**src/rtl/bdq_pkg.sv**
```systemverilog
package bdq_pkg;

   localparam int DEF_DEPTH      = 16;
   localparam int DEF_DATA_WIDTH = 32;

   // Widths of the channel fields.
   localparam int ACTION_W = 3;
   localparam int VALUE_W  = 32;
   localparam int INDEX_W  = 4;
   localparam int STATUS_W = 2;
   localparam int POS_W    = 4;
   localparam int COUNT_W  = 5;

   typedef enum logic [ACTION_W-1:0] {
      ACT_PUSH_TAIL = 3'd0,
      ACT_PUSH_HEAD = 3'd1,
      ACT_POP_HEAD  = 3'd2,
      ACT_POP_TAIL  = 3'd3,
      ACT_DELETE    = 3'd4,
      ACT_READ      = 3'd5,
      ACT_FIND      = 3'd6
   } action_type;

   typedef enum logic [STATUS_W-1:0] {
      ST_OK    = 2'd0,
      ST_FULL  = 2'd1,
      ST_EMPTY = 2'd2,
      ST_RANGE = 2'd3
   } status_type;

   typedef enum logic [1:0] {
      S_IDLE,
      S_READ,
      S_SCAN
   } state_type;

   typedef struct packed {
      status_type          status;
      logic [VALUE_W-1:0]  read_data;
      logic                found;
      logic [POS_W-1:0]    position;
      logic [COUNT_W-1:0]  count;
   } result_type;

endpackage

```
**src/rtl/bdq_mem.sv**
```systemverilog
module bdq_mem #(
   parameter int DEPTH = bdq_pkg::DEF_DEPTH,
   parameter int WIDTH = bdq_pkg::DEF_DATA_WIDTH,
   localparam int AW = (DEPTH > 1) ? $clog2(DEPTH) : 1
) (
   input  logic             clock,
   input  logic             wr_en,
   input  logic [AW-1:0]    wr_addr,
   input  logic [WIDTH-1:0] wr_data,
   input  logic             rd_en,
   input  logic [AW-1:0]    rd_addr,
   output logic [WIDTH-1:0] rd_data
);

   logic [WIDTH-1:0] mem [DEPTH];

   always_ff @(posedge clock) begin
      if (wr_en) begin
         mem[wr_addr] <= wr_data;
      end
   end

   always_ff @(posedge clock) begin
      if (rd_en) begin
         rd_data <= mem[rd_addr];
      end
   end

endmodule

```
**src/rtl/bdq_ctrl.sv**
```systemverilog
module bdq_ctrl #(
   parameter int DEPTH = bdq_pkg::DEF_DEPTH,
   parameter int SW    = bdq_pkg::DEF_DATA_WIDTH,
   localparam int PW = (DEPTH > 1) ? $clog2(DEPTH) : 1,
   localparam int CW = $clog2(DEPTH + 1)
) (
   input  logic                               clock,
   input  logic                               reset,
   input  logic                               start,
   input  logic [bdq_pkg::ACTION_W-1:0]       req_action,
   input  logic signed [bdq_pkg::VALUE_W-1:0] req_value,
   input  logic [bdq_pkg::INDEX_W-1:0]        req_index,
   output logic                               busy,
   output logic                               done,
   output bdq_pkg::result_type                result,
   output logic                               mem_wr_en,
   output logic [PW-1:0]                      mem_wr_addr,
   output logic [SW-1:0]                      mem_wr_data,
   output logic                               mem_rd_en,
   output logic [PW-1:0]                      mem_rd_addr,
   input  logic [SW-1:0]                      mem_rd_data
);

   localparam int IW = (CW > bdq_pkg::INDEX_W) ? CW : bdq_pkg::INDEX_W;

   bdq_pkg::state_type  state_ff, state_in;
   logic [PW-1:0]       head_ff, head_in;
   logic [CW-1:0]       count_ff, count_in;
   logic [SW-1:0]       val_ff, val_in;
   logic                is_del_ff, is_del_in;
   logic [CW-1:0]       rd_pos_ff, rd_pos_in;
   logic                pend_ff, pend_in;
   logic [PW-1:0]       cmp_pos_ff, cmp_pos_in;
   logic [CW-1:0]       k_ff, k_in;

   bdq_pkg::action_type act;
   logic                full, empty, idx_ok, match, last, scan_done;
   logic [PW-1:0]       head_m1, head_p1;
   logic [PW-1:0]       wr_pos, rd_pos;

   // Ring slot of a position counted from the head.
   function automatic logic [PW-1:0] slot_of(input logic [PW-1:0] h, input logic [PW-1:0] p);
      logic [PW:0] s;
      s = {1'b0, h} + {1'b0, p};
      if (s >= (PW+1)'(DEPTH)) begin
         s = s - (PW+1)'(DEPTH);
      end
      return s[PW-1:0];
   endfunction

   assign act       = bdq_pkg::action_type'(req_action);
   assign full      = (count_ff == CW'(DEPTH));
   assign empty     = (count_ff == '0);
   assign idx_ok    = (IW'(req_index) < IW'(count_ff));
   assign head_m1   = (head_ff == '0) ? PW'(DEPTH - 1) : head_ff - PW'(1);
   assign head_p1   = (head_ff == PW'(DEPTH - 1)) ? '0 : head_ff + PW'(1);
   assign match     = (mem_rd_data == val_ff);
   assign last      = ((CW'(cmp_pos_ff) + CW'(1)) == count_ff);
   assign scan_done = pend_ff && (last || (!is_del_ff && match));
   assign busy      = (state_ff != bdq_pkg::S_IDLE);

   always_comb begin
      state_in = state_ff;
      unique case (state_ff)
         bdq_pkg::S_IDLE: begin
            if (start) begin
               if (act == bdq_pkg::ACT_READ && idx_ok) begin
                  state_in = bdq_pkg::S_READ;
               end else if ((act == bdq_pkg::ACT_DELETE || act == bdq_pkg::ACT_FIND)
                            && !empty) begin
                  state_in = bdq_pkg::S_SCAN;
               end
            end
         end
         bdq_pkg::S_READ: state_in = bdq_pkg::S_IDLE;
         bdq_pkg::S_SCAN: begin
            if (scan_done) begin
               state_in = bdq_pkg::S_IDLE;
            end
         end
         default: state_in = bdq_pkg::S_IDLE;
      endcase
   end

   always_comb begin
      head_in    = head_ff;
      count_in   = count_ff;
      val_in     = val_ff;
      is_del_in  = is_del_ff;
      rd_pos_in  = rd_pos_ff;
      pend_in    = pend_ff;
      cmp_pos_in = cmp_pos_ff;
      k_in       = k_ff;
      wr_pos     = k_ff[PW-1:0];
      rd_pos     = rd_pos_ff[PW-1:0];
      mem_wr_en  = 1'b0;
      mem_wr_data = mem_rd_data;
      mem_rd_en  = 1'b0;
      done       = 1'b0;
      result     = '{status: bdq_pkg::ST_OK, read_data: '0, found: 1'b0,
                     position: '0, count: '0};
      mem_wr_addr = slot_of(head_ff, wr_pos);
      mem_rd_addr = slot_of(head_ff, rd_pos);

      unique case (state_ff)
         bdq_pkg::S_IDLE: begin
            if (start) begin
               unique case (act)
                  bdq_pkg::ACT_PUSH_TAIL: begin
                     done = 1'b1;
                     if (full) begin
                        result.status = bdq_pkg::ST_FULL;
                     end else begin
                        wr_pos      = count_ff[PW-1:0];
                        mem_wr_addr = slot_of(head_ff, wr_pos);
                        mem_wr_en   = 1'b1;
                        mem_wr_data = req_value[SW-1:0];
                        count_in    = count_ff + CW'(1);
                     end
                  end
                  bdq_pkg::ACT_PUSH_HEAD: begin
                     done = 1'b1;
                     if (full) begin
                        result.status = bdq_pkg::ST_FULL;
                     end else begin
                        mem_wr_addr = head_m1;
                        mem_wr_en   = 1'b1;
                        mem_wr_data = req_value[SW-1:0];
                        head_in     = head_m1;
                        count_in    = count_ff + CW'(1);
                     end
                  end
                  bdq_pkg::ACT_POP_HEAD: begin
                     done = 1'b1;
                     if (empty) begin
                        result.status = bdq_pkg::ST_EMPTY;
                     end else begin
                        head_in  = head_p1;
                        count_in = count_ff - CW'(1);
                     end
                  end
                  bdq_pkg::ACT_POP_TAIL: begin
                     done = 1'b1;
                     if (empty) begin
                        result.status = bdq_pkg::ST_EMPTY;
                     end else begin
                        count_in = count_ff - CW'(1);
                     end
                  end
                  bdq_pkg::ACT_READ: begin
                     if (idx_ok) begin
                        rd_pos      = PW'(req_index);
                        mem_rd_addr = slot_of(head_ff, rd_pos);
                        mem_rd_en   = 1'b1;
                     end else begin
                        done          = 1'b1;
                        result.status = bdq_pkg::ST_RANGE;
                     end
                  end
                  bdq_pkg::ACT_DELETE, bdq_pkg::ACT_FIND: begin
                     if (empty) begin
                        done = 1'b1;
                     end
                     val_in    = req_value[SW-1:0];
                     is_del_in = (act == bdq_pkg::ACT_DELETE);
                     rd_pos_in = '0;
                     pend_in   = 1'b0;
                     k_in      = '0;
                  end
                  default: done = 1'b1;
               endcase
            end
         end
         bdq_pkg::S_READ: begin
            done             = 1'b1;
            result.read_data = bdq_pkg::VALUE_W'(mem_rd_data);
         end
         bdq_pkg::S_SCAN: begin
            // Reads run one entry ahead of the compare; the registered RAM output
            // holds the entry at cmp_pos_ff whenever pend_ff is set.
            if (rd_pos_ff < count_ff) begin
               mem_rd_en  = 1'b1;
               rd_pos_in  = rd_pos_ff + CW'(1);
               pend_in    = 1'b1;
               cmp_pos_in = rd_pos_ff[PW-1:0];
            end else begin
               pend_in = 1'b0;
            end
            if (pend_ff) begin
               if (is_del_ff) begin
                  if (!match) begin
                     mem_wr_en = 1'b1;
                     k_in      = k_ff + CW'(1);
                  end
                  if (last) begin
                     count_in = k_in;
                     done     = 1'b1;
                  end
               end else if (match) begin
                  done            = 1'b1;
                  result.found    = 1'b1;
                  result.position = bdq_pkg::POS_W'(cmp_pos_ff);
               end else if (last) begin
                  done = 1'b1;
               end
            end
         end
         default: ;
      endcase

      result.count = bdq_pkg::COUNT_W'(count_in);
   end

   always_ff @(posedge clock) begin
      if (reset) begin
         state_ff <= bdq_pkg::S_IDLE;
         head_ff  <= '0;
         count_ff <= '0;
         pend_ff  <= 1'b0;
      end else begin
         state_ff <= state_in;
         head_ff  <= head_in;
         count_ff <= count_in;
         pend_ff  <= pend_in;
      end
   end

   always_ff @(posedge clock) begin
      val_ff     <= val_in;
      is_del_ff  <= is_del_in;
      rd_pos_ff  <= rd_pos_in;
      cmp_pos_ff <= cmp_pos_in;
      k_ff       <= k_in;
   end

`ifndef SYNTHESIS
   a_count_bound: assert property (@(posedge clock) disable iff (reset)
      count_ff <= CW'(DEPTH))
      else $error("entry count exceeds depth");

   a_no_overlap: assert property (@(posedge clock) disable iff (reset)
      (state_ff == bdq_pkg::S_SCAN && mem_wr_en && mem_rd_en) |-> mem_wr_addr != mem_rd_addr)
      else $error("compaction write hits the slot being read");

   a_keep_behind: assert property (@(posedge clock) disable iff (reset)
      (state_ff == bdq_pkg::S_SCAN && pend_ff) |-> k_ff <= CW'(cmp_pos_ff))
      else $error("compaction write position passed the compare position");

   a_head_scan: assert property (@(posedge clock) disable iff (reset)
      (state_ff == bdq_pkg::S_SCAN) |=> $stable(head_ff))
      else $error("head moved during a scan");

   a_done_idle: assert property (@(posedge clock) disable iff (reset)
      done |=> state_ff == bdq_pkg::S_IDLE)
      else $error("sequencer not idle after a result");
`endif

endmodule

```
**src/rtl/bounded_deque_with_value_delete.sv**
```systemverilog
// Channel  | Direction | Handshake             | Payload
// req      | in        | req_valid / req_stall | req_action, req_value, req_index
// rsp      | out       | rsp_valid / rsp_stall | rsp_status, rsp_read_data, rsp_found,
//          |           |                       | rsp_position, rsp_count
//
// Push, pop, out-of-range read, unused codes and delete or find on an empty deque finish
// in the transfer cycle; a read waits in S_READ for the registered RAM port.
// Delete and find walk the entries through one comparator and one RAM read port;
// a delete walks every entry, a find stops at its first match.
// Reset clears head, count and the sequencer; the entry RAM is not cleared.
// A held result with rsp_stall high blocks further requests.
module bounded_deque_with_value_delete #(
   parameter int DEPTH      = bdq_pkg::DEF_DEPTH,
   parameter int DATA_WIDTH = bdq_pkg::DEF_DATA_WIDTH
) (
   input  logic                               clock,
   input  logic                               reset,
   input  logic                               req_valid,
   output logic                               req_stall,
   input  logic [bdq_pkg::ACTION_W-1:0]       req_action,
   input  logic signed [bdq_pkg::VALUE_W-1:0] req_value,
   input  logic [bdq_pkg::INDEX_W-1:0]        req_index,
   output logic                               rsp_valid,
   input  logic                               rsp_stall,
   output logic [bdq_pkg::STATUS_W-1:0]       rsp_status,
   output logic signed [bdq_pkg::VALUE_W-1:0] rsp_read_data,
   output logic                               rsp_found,
   output logic [bdq_pkg::POS_W-1:0]          rsp_position,
   output logic [bdq_pkg::COUNT_W-1:0]        rsp_count
);

   // Only the low SW bits of a value, the smaller of DATA_WIDTH and VALUE_W, are ever stored.
   localparam int SW = (DATA_WIDTH < bdq_pkg::VALUE_W) ? DATA_WIDTH : bdq_pkg::VALUE_W;
   localparam int PW = (DEPTH > 1) ? $clog2(DEPTH) : 1;

   logic                start, busy, done;
   bdq_pkg::result_type result;
   bdq_pkg::result_type rsp_ff, rsp_in;
   logic                rsp_valid_ff, rsp_valid_in;
   logic                wr_en, rd_en;
   logic [PW-1:0]       wr_addr, rd_addr;
   logic [SW-1:0]       wr_data, rd_data;

   assign req_stall = busy || (rsp_valid_ff && rsp_stall);
   assign start     = req_valid && !req_stall;

   bdq_ctrl #(
      .DEPTH (DEPTH),
      .SW    (SW)
   ) u_ctrl (
      .clock       (clock),
      .reset       (reset),
      .start       (start),
      .req_action  (req_action),
      .req_value   (req_value),
      .req_index   (req_index),
      .busy        (busy),
      .done        (done),
      .result      (result),
      .mem_wr_en   (wr_en),
      .mem_wr_addr (wr_addr),
      .mem_wr_data (wr_data),
      .mem_rd_en   (rd_en),
      .mem_rd_addr (rd_addr),
      .mem_rd_data (rd_data)
   );

   bdq_mem #(
      .DEPTH (DEPTH),
      .WIDTH (SW)
   ) u_mem (
      .clock   (clock),
      .wr_en   (wr_en),
      .wr_addr (wr_addr),
      .wr_data (wr_data),
      .rd_en   (rd_en),
      .rd_addr (rd_addr),
      .rd_data (rd_data)
   );

   // A new result only arrives once the previous one has been transferred.
   assign rsp_valid_in = done || (rsp_valid_ff && rsp_stall);
   assign rsp_in       = done ? result : rsp_ff;

   always_ff @(posedge clock) begin
      if (reset) begin
         rsp_valid_ff <= 1'b0;
      end else begin
         rsp_valid_ff <= rsp_valid_in;
      end
   end

   always_ff @(posedge clock) begin
      rsp_ff <= rsp_in;
   end

   assign rsp_valid     = rsp_valid_ff;
   assign rsp_status    = rsp_ff.status;
   assign rsp_read_data = rsp_ff.read_data;
   assign rsp_found     = rsp_ff.found;
   assign rsp_position  = rsp_ff.position;
   assign rsp_count     = rsp_ff.count;

endmodule

```
**config.mk**
```make
export PLATFORM = sky130hd
export DESIGN_NAME = bounded_deque_with_value_delete
export DESIGN_NICKNAME = d
export VERILOG_FILES = /design/src/rtl/bdq_pkg.sv /design/src/rtl/bdq_mem.sv /design/src/rtl/bdq_ctrl.sv /design/src/rtl/bounded_deque_with_value_delete.sv
export SDC_FILE = /design/constraint.sdc
export NUM_CORES = 1
export LEC_CHECK = 0
export ABC_CLOCK_PERIOD_IN_PS = 4500
export BUFFER_PORTS_ARGS = -buffer_cell sky130_fd_sc_hd__buf_2
export CORE_MARGIN = 2
export CORE_UTILIZATION = 40
export CTS_CLUSTER_DIAMETER = 30
export CTS_CLUSTER_SIZE = 12
export DETAILED_ROUTE_END_ITERATION = 10
export PLACE_DENSITY = 0.65
export SYNTH_ARGS = -nofsm -noshare
export SYNTH_HDL_FRONTEND = slang
export SYNTH_SLANG_ARGS = --single-unit
export TNS_END_PERCENT = 10
```
**constraint.sdc**
```tcl
create_clock -name clock -period 4.5 [get_ports clock]
set_clock_uncertainty 0.1 [all_clocks]
set_input_delay 0.225 -clock clock [delete_from_list [all_inputs] [get_ports clock]]
set_output_delay 0.225 -clock clock [all_outputs]
set_load 0.005 [all_outputs]
```
# Yosys cells after proc, flatten, opt, wreduce, memory -nomap -nowiden
# Memory sizes are Yosys's and may differ from the RTL's. A register that Yosys moved wholly into a read port is not among the register bits.
# Cells that the tools add are included.
# classes
muxes	74
addsub	15
bitwise	3
n_eq_ne	21
reduce_logical	33
n_lt_le_gt_ge	6
# ops
operator	count
2-to-1 mux 32 bit	4
2-to-1 mux 5 bit	13
2-to-1 mux 4 bit	16
one-hot mux 5 bit (2 select lines)	4
== test 32 bit	1
2-to-1 mux 1 bit	22
adder 4 x 4 -> 5 bit	4
greater-or-equal comparator 5 bit, second input constant	4
subtractor 4 x 1 -> 4 bit, second input constant	5
one-hot mux 4 bit (2 select lines)	2
adder 5 x 1 -> 5 bit, second input constant	3
2-to-1 mux 2 bit	6
AND reduction 5 bit	2
== test 3 bit, second input constant	3
AND reduction 3 bit	3
inequality test 2 x 1 -> 1 bit, second input constant	4
inequality test 2 bit, second input constant	4
one-hot mux 1 bit (2 select lines)	4
== test 3 x 2 -> 1 bit, second input constant	2
logical AND 1 bit	6
one-hot mux 2 bit (3 select lines)	1
nonzero test 2 bit	3
OR reduction 2 bit	3
adder 4 x 1 -> 5 bit, second input constant	1
other kinds (24)	32
# totals
ramBits	512
wordCells	168
output_inout_bits	46
memories	1
ff_bits	104
input_bits	43
# memory_table
name	depth	width	read_ports	rd_clocked_by_memory_dff	write_ports	line_no	rtl
u_mem.mem	16	32	1	1	1	bdq_mem.sv:15	logic [WIDTH-1:0] mem [DEPTH];

# Depth between registers and ports, before layout
# Gate-level depths: netlist (run 1).
# depth
word_depth	8
ltp_mapped	15
ltp_nobuf	10

# By module
# From an unflattened synthesis (run 1), not the netlist that was laid out.
# hier_totals
hier_cells	1436
area_unflattened_um2	26221.4
# modules_own_cells
module	cells_per_inst	n_inst	area_each_um2	seq_area_each_um2
bdq_mem	838	1	20155.6	16335.7
bdq_ctrl	548	1	4698.3	1651.6
bounded_deque_with_value_delete	50	1	1367.6	1341.3

# Least setup slack after synthesis (run 1)
# Ideal clock, no wire load.
# synth_timing
path_kind	register to register
from	register u_ctrl.count_ff[1]
to	memory u_mem.mem[6][0] (netlist name) (enable)
setup_time_ns	0.421
period_less_slack_ns	4.199
n_path_buf	3
setup_slack_ns	0.301
stages_incl_launch_ff	12
t_arrival_ns	3.678
required_time_ns	3.979
path_cell_list	dfxtp_1 clkbuf_1 inv_1 ha_1 nor3b_1 and2_1 or3_1 clkbuf_1 buf_2 o21ai_0 nand2_1 nor2_1
# synth_via
elab_chain_len	7
elab_cells_between_ends	16
classes_between	2 x add/sub; 1 x order compare; 1 x eq/ne; 12 x mux
# synth_rtl
item	line_no	rtl
from (decl)	bdq_ctrl.sv:28	logic [CW-1:0] count_ff, count_in;
from (signal assigned)	bdq_ctrl.sv:223	count_ff <= count_in;
adder 4 x 4 -> 5 bit / == test 5 bit (equally long branches)	bdq_ctrl.sv:44, bdq_ctrl.sv:52	
subtractor 4 x 1 -> 4 bit, or another cell as far along	bdq_ctrl.sv:46	s = s - (PW+1)'(DEPTH);
2-to-1 mux 4 bit / 2-to-1 mux 1 bit (equally long branches)	--	
2-to-1 mux 4 bit / 2-to-1 mux 1 bit (equally long branches)	bdq_ctrl.sv:111, bdq_ctrl.sv:107	
one-hot mux 4 bit (2 select lines) / one-hot mux 1 bit (2 select lines) (equally long branches)	bdq_ctrl.sv:108, bdq_ctrl.sv:105	
2-to-1 mux 4 bit / 2-to-1 mux 1 bit (equally long branches)	bdq_ctrl.sv:107, bdq_mem.sv:18	
2-to-1 mux 4 bit / 2-to-1 mux 1 bit (equally long branches)	bdq_ctrl.sv:105, bdq_mem.sv:19	
to (decl)	bdq_mem.sv:15	
# Several ways; a longest one is shown, not always the timed one.

# Worst setup path after layout (run 1)
# layout_timing
from	register u_ctrl.count_ff[2]
to	register u_mem.rd_data[23] (read register of u_mem.mem), data pin
# layout_via
elab_chain_len	5
elab_cells_between_ends	11
classes_between	2 x order compare; 9 x mux
# layout_rtl
item	line_no	rtl
< comparator 4 x 5 -> 1 bit	bdq_ctrl.sv:54	assign idx_ok = (IW'(req_index) < IW'(count_ff));
2-to-1 mux 1 bit / 2-to-1 mux 4 bit (equally long branches)	bdq_ctrl.sv:151	if (idx_ok) begin
2-to-1 mux 1 bit / 2-to-1 mux 4 bit (equally long branches)	bdq_ctrl.sv:108	unique case (act)
2-to-1 mux 1 bit / 2-to-1 mux 4 bit (equally long branches)	bdq_ctrl.sv:107	if (start) begin
one-hot mux 1 bit (2 select lines) / 2-to-1 mux 4 bit (equally long branches)	bdq_ctrl.sv:105	unique case (state_ff)
to (decl)	bdq_mem.sv:12	output logic [WIDTH-1:0] rd_data
# Several ways; a longest one is shown, not always the timed one.
# A chain may end at the register's enable or synchronous reset.

==> results of run 1 <==
layer usage:
layer  up-vias  wire (um)  track usage [%]
met2       896      32700             32.5
met4         0       1930             6.98
li1       7162          -                -
met1      8297      28000             28.4
met3       139       7180             4.33
met5         -          0                0
cell type report:
| cell class | count | area share [%] |
|---|---|---|
| flip-flops and latches | 648 | 58.8 |
| clock buffers | 120 | 8.62 |
| inverters | 20 | 0.228 |
| well taps | 864 | 3.29 |
| clock inverters | 89 | 3.71 |
| repair buffers | 176 | 4.39 |
| multi-input cells | 987 | 20.9 |
| diodes | 2 | 0.0152 |
worst max-delay path, delay by kind of cell, from the launching register on:
family | cells | cell delay, ns
compound gates | 4 | 1.11
fa+ha+maj | 1 | 0.26
buf+inv | 3 | 0.80
flops | 1 | 0.33
mux | 1 | 0.36
simple gates | 2 | 0.85
cells in the mapped netlist (5+ instances only):
library cell and count:
mux4_2 35, inv_1 19, xor2_1 12, xnor2_1 47, nand3_1 43, a22oi_1 59, nand4_1 70, nand2_1 303
buf_4 7, nor2b_1 5, a21oi_1 79, o21ai_0 17, nor2_1 58, a32oi_1 28, and3_1 36, dfxtp_1 13
clkbuf_1 39, buf_2 38, edfxtp_1 635, a21o_1 8, nor3_1 11, ha_1 26, mux2i_1 36, buf_6 12
and2_1 7, mux2_2 35, a211oi_1 7
worst min path at each step:
stage,startpoint,endpoint,cells past startpoint
after floorplan,reset,u_ctrl.count_ff[0],1
after global placement,req_value[20],u_ctrl.val_ff[20],1
after detailed placement,req_value[1],u_ctrl.val_ff[1],1
after CTS,req_action[0],u_ctrl.is_del_ff,3
after global routing,req_action[0],u_ctrl.is_del_ff,3
final,req_action[0],u_ctrl.is_del_ff,3
per-stage QoR:
step	total power (uW)	setup WS, ns	hold WS (ns)	std cells
final	17200	0.524	0.0895	2906
after global routing	17700	0.397	0.0950	2905
after CTS	17200	0.591	0.0683	2904
after detailed placement	8280	0.607	0.319	2658
after global placement	8250	0.690	0.319	2658
after floorplan	7790	0.301	0.197	1752
timing repair:
action                                 CTS  global route
hold buffers                            37             0
endpoints found under the hold margin   66             0
resized for setup                        0             0
logic make-up after synthesis:
| family | Yosys count | share of synthesized area (%) |
|---|---|---|
| adder cells (fa/ha/maj) | 30 | 1.52 |
| AO/OA/AOI/OAI | 233 | 5.99 |
| multiplexers | 112 | 6.22 |
| XOR/XNOR | 59 | 1.94 |
| buffers and inverters | 117 | 2.27 |
| flip-flops | 648 | 72.6 |
| AND/OR/NAND/NOR | 553 | 9.43 |
state kept, by name, indices dropped and copies added, names as in the netlist:
| register | count |
|---|---|
| u_ctrl.state_ff | 2 |
| u_ctrl.head_ff | 4 |
| u_mem.mem | 512 |
| u_ctrl.is_del_ff | 1 |
| u_ctrl.cmp_pos_ff | 4 |
| rsp_count | 5 |
| rsp_status | 2 |
| u_mem.rd_data | 32 |
| u_ctrl.rd_pos_ff | 5 |
| rsp_read_data | 32 |
| rsp_position | 4 |
| u_ctrl.pend_ff | 1 |
| rsp_valid | 1 |
| u_ctrl.val_ff | 32 |
| u_ctrl.count_ff | 5 |
| u_ctrl.k_ff | 5 |
| rsp_found | 1 |
power breakdown:
part | total [uW] | internal (uW) | switching [uW] | leakage (uW)
clock | 8950 | 5920 | 3030 | 0.00195
combinational | 1380 | 475 | 902 | 0.00366
sequential | 6830 | 6770 | 53.1 | 0.00588
total | 17200 | 13200 | 3990 | 0.0115
==> summary.txt, run 1 <==
layout cells sized above 1 -> 21.3%
final WL -> 69.8 mm
type of the tightest min-delay check -> primary input to flop
status -> finished, final reports clean
via/cell ratio -> 5.68
Synth area leaders -> edfxtp_1 72%, nand2_1 4.3%, mux4_2 3.0%, a22oi_1 1.7%, nand4_1 1.6%
fin crit share -> 88.3%
Final #Nets -> 2017
Mapped Cells -> 1752
Setup crit end -> u_mem.rd_data[23]
commonest non-fill, non-tap cell in the layout -> edfxtp_1
CTS tree -> built
IO Pins -> 89
fillers -> 5425
Reg2Reg Launch Point -> u_ctrl.count_ff[2]
Slew Limit Headroom -> 21.4%
Clock Path Buffers -> 3
TNS Setup -> 0 ns
CP Cell Sequence -> inv_1, ha_1, o21a_1, o21ai_0, o2111ai_2, buf_4, mux2_4, nor2_4, buf_4, a22oi_1, nand2_1
Port Buffers -> 88
Seq. cell area -> 19300 sq um
VDD IR-drop max -> 410 uV
Chip Height -> 262 um
crit path capture type -> flop
Final Setup Violations -> 0
worst setup path startpoint -> u_ctrl.count_ff[2]
Max FO, Critical Path -> 22
r2r setup slk -> 0.52 ns
Initial Util -> 40.4%
clock sinks -> 648
Synth top area share -> 71.6%
Core Box Area -> 65900 sq um
Iteration-0 DRC Markers -> 1949
CP Data Arrival Time -> 4.38 ns
Syn Std Cell Area -> 26600 sq um
Async SR Flop Fraction -> 0%
Reg2Reg Depth -> 11
pwr/cell area -> 522 nW/um^2
slowest stage delay, CP -> 0.71 ns
main flop type after synthesis -> edfxtp_1
Root Buffer -> clkbuf_16
post-synth top area cell -> edfxtp_1
htree depth -> 3
commonest non-fill, non-tap cells in the layout -> 635 x edfxtp_1, 302 x nand2_1, 112 x clkbuf_16
vias post-DR -> 16500
Placed Area -> 28400 sq um
Die Wd -> 262 um
Achievable Freq -> 252 MHz
CP Launch Type -> flop
leakage -> 0.0115 uW
Slowest-stage cell, CP -> nor2_4
RePlAce Congestion -> 0.884
area added between synthesis and finish -> 23.5%
Max Cap Violations -> 0
Worst Tran Pin Value -> 1.18 ns
Avg Cell Area, Syn -> 15.2 sq um
Seq cells post-synth -> 648
Slew Limit Fails -> 0
Routed Antenna Nets -> 0
CTS buffer count -> 111
drt first pass iters -> 7
clock transition at the registers of the reported paths -> 0.06 ns
drt drc -> 0
RSZ-0062 raised after global routing -> no
Core Util, Final -> 49.9%
postcts setup bufs -> 0
vias in the first global route -> 16600
Yosys warning count -> 0
multi-input logic area -> 6880 sq um
grt total ovfl -> 0
HPWL after detailed placement -> 38.8 mm
CP most frequent cell -> buf_4
Tmin final -> 3.98 ns
worst skew pair latency -> 0.67 ns
sequential area share after synthesis -> 72.6%
largest net degree at the start of global routing -> 109
drt wl/cell -> 24.0 um
Worst Path Class, Setup -> flop to flop
first-pass GRT wire length -> 104 mm
post-route cell area -> 32900 sq um
FF-to-FF End -> u_mem.rd_data[23]
Synth Net Count -> 1825
GR Util All Layers -> 20.5%
full die area -> 68600 sq um
initial antenna violation count -> 4
synth unique cells -> 68
EDFF count, synth -> 635
Hold Fails Final Rpt -> 0
CP required -> 4.90 ns
# rows -> 94
No activity file was read; power rests on OpenSTA's default activity.
==> inputs of run 2 (changes only) <==
--- a/config.mk
+++ b/config.mk
@@ -5,6 +5,7 @@
 export SDC_FILE = /design/constraint.sdc
 export NUM_CORES = 1
 export LEC_CHECK = 0
+export ABC_AREA = 1
 export ABC_CLOCK_PERIOD_IN_PS = 4500
 export BUFFER_PORTS_ARGS = -buffer_cell sky130_fd_sc_hd__buf_2
 export CORE_MARGIN = 2
==> run 2 against run 1 <==
- fmax is 2.7% higher
- flip-flop and latch count unchanged
- utilization down 0.72 points
- wire length rose by 7.0%
- worst hold slack gained 0.078 ns
- first-iteration DRC count is 5.2% lower
==> summary.txt, run 2 <==
status -> finished, final reports clean
Yosys warning count -> 0
fillers -> 6408
TNS Setup -> 0 ns
CP Launch Type -> flop
Avg Cell Area, Syn -> 10.6 sq um
VDD IR-drop max -> 295 uV
Core Box Area -> 72800 sq um
Worst Path Class, Setup -> flop to flop
clock sinks -> 648
initial antenna violation count -> 1
full die area -> 75700 sq um
Final #Nets -> 3047
vias in the first global route -> 19700
type of the tightest min-delay check -> primary input to flop
Mapped Cells -> 2785
clock transition at the registers of the reported paths -> 0.05 ns
EDFF count, synth -> 635
Slowest-stage cell, CP -> o21ai_0
Slew Limit Headroom -> 16.2%
post-synth top area cell -> edfxtp_1
Port Buffers -> 88
drt first pass iters -> 6
HPWL after detailed placement -> 42.0 mm
IO Pins -> 89
Max FO, Critical Path -> 18
Async SR Flop Fraction -> 0%
Slew Limit Fails -> 0
worst setup path startpoint -> u_ctrl.count_ff[1]
CP Cell Sequence -> inv_1, ha_1, nand2_1, nor2_1, nand2_1, nand2_1, nor2_4, o21ai_0, nand2_1, nor2_4, buf_4
Synth area leaders -> edfxtp_1 65%, nand3_1 9.2%, nand2_1 6.8%, inv_1 6.6%, nand3b_1 2.5%
leakage -> 0.0149 uW
RSZ-0062 raised after global routing -> no
Worst Tran Pin Value -> 1.25 ns
largest net degree at the start of global routing -> 114
Chip Height -> 275 um
Max Cap Violations -> 0
CTS-repair resized insts -> 0
area added between synthesis and finish -> 21.9%
first-pass GRT wire length -> 116 mm
delay-heaviest family, CP -> simple AND/OR/NAND/NOR gates
CP Data Arrival Time -> 4.09 ns
Final Setup Violations -> 0
worst hold slack -> 0.168 ns
max FFs per register -> 512
sequential area share after synthesis -> 65.8%
Die Wd -> 275 um
synth unique cells -> 39
GR Util All Layers -> 20.0%
worst skew pair latency -> 0.68 ns
Seq cells post-synth -> 648
Clock Path Buffers -> 3
Reg2Reg Launch Point -> u_ctrl.count_ff[1]
vias post-DR -> 20200
synth cell count leaders -> 635 x edfxtp_1, 538 x nand3_1, 530 x nand2_1
layout cells sized above 1 -> 13.6%
RePlAce Congestion -> 0.883
main flop type after synthesis -> edfxtp_1
drt drc -> 0
most frequent cell after synthesis -> edfxtp_1
CTS tree -> built
# rows -> 99
Iteration-0 DRC Markers -> 1848
postcts setup bufs -> 0
CP most frequent cell -> nand2_1
Tmin final -> 3.87 ns
Synth Net Count -> 2858
final WL -> 74.7 mm
Routed Antenna Nets -> 0
htree depth -> 3
CTS buffer count -> 120
Syn Std Cell Area -> 29400 sq um
commonest non-fill, non-tap cell in the layout -> edfxtp_1
grt total ovfl -> 0
pwr/cell area -> 489 nW/um^2
fin crit share -> 86.1%
drt wl/cell -> 18.5 um
CP required -> 4.72 ns
hold path startpoint -> req_valid
hold buffers post-CTS -> 37
CP bufs+invs -> 2
Hold Fails Final Rpt -> 0
Initial Util -> 40.3%
Synth top area share -> 64.9%
via/cell ratio -> 4.99
Achievable Freq -> 258 MHz
slowest stage delay, CP -> 0.74 ns
most flop-heavy register -> u_mem.mem
commonest non-fill, non-tap cells in the layout -> 635 x edfxtp_1, 537 x nand3_1, 525 x nand2_1
crit path capture type -> flop
Root Buffer -> clkbuf_16
==> run 2: changes by cell type in the layout (fill, tap and decap cells not counted), sizes merged, moves of 37 or more <==
cell / change
nand3: +497
a21oi: -54
nand2: +240
mux4: -37
mux2i: -39
inv: +509
nand3b: +98
nand4: -64
a22oi: -58
o21ai: +39
==> run 2: per-layer routing <==
layer / vias to the layer above / GRT usage [%] / routed length (um)
met4: 0 / 6.93 / 1750
met1: 9663 / 25.6 / 31400
met3: 126 / 2.86 / 4420
met2: 685 / 34.6 / 37200
li1: 9691 / - / -
met5: - / 0 / 0
==> run 2: area by class of cell <==
class,instances,area [sq um],area share [%]
Antenna cell,1,2.50,0.00699
Clock buffer,135,3080,8.60
Clock inverter,91,1020,2.85
Inverter,523,1960,5.48
Multi-Input combinational cell,1479,7620,21.3
Sequential cell,648,19300,54.0
Tap cell,959,1200,3.35
Timing Repair Buffer,202,1600,4.47
==> run 2: per-stage QoR <==
| step | cells | power [uW] | util [%] | setup WS, ns | cell area [sq um] |
|---|---|---|---|---|---|
| after detailed placement | 3774 | 8660 | 43.0 | 0.723 | 31300 |
| after CTS | 4037 | 17600 | 49.2 | 0.682 | 35800 |
| final | 4038 | 17500 | 49.2 | 0.628 | 35800 |
| after floorplan | 2785 | 8050 | - | 0.743 | 29400 |
| after global placement | 3774 | 8650 | 43.0 | 0.869 | 31300 |
| after global routing | 4038 | 18100 | 49.2 | 0.378 | 35800 |
==> run 2: worst reg2reg max path, delay by kind of cell (launching register included) <==
family	cells	cell delay, ns
simple gates	7	1.48
compound gates	1	0.74
buf+inv	2	0.53
flops	1	0.44
fa+ha+maj	1	0.20
==> run 2: worst paths after layout <==
path	endpoint	slack (ns)	depth (start not counted)
max	u_mem.mem[5][18]	0.63	11
min	u_ctrl.state_ff[1]	0.17	5
max reg2reg	u_mem.mem[5][18]	0.63	11
min reg2reg	u_ctrl.pend_ff	0.43	2
==> run 2: power breakdown <==
part / internal, uW / leakage (uW) / total, uW / switching, uW
Combinational: 534 / 0.00704 / 1710 / 1170
Sequential: 6810 / 0.00589 / 6870 / 55.5
Clock: 5820 / 0.00198 / 8940 / 3130
Total: 13200 / 0.0149 / 17500 / 4350
==> run 2: cell families after synthesis <==
kind of cell / count (synthesis) / share of synthesized area (%)
flip-flops: 648 / 65.8
AO/OA/AOI/OAI: 102 / 1.86
adder cells (fa/ha/maj): 30 / 1.38
AND/OR/NAND/NOR: 1292 / 20.5
XOR/XNOR: 55 / 1.64
buffers and inverters: 658 / 8.86
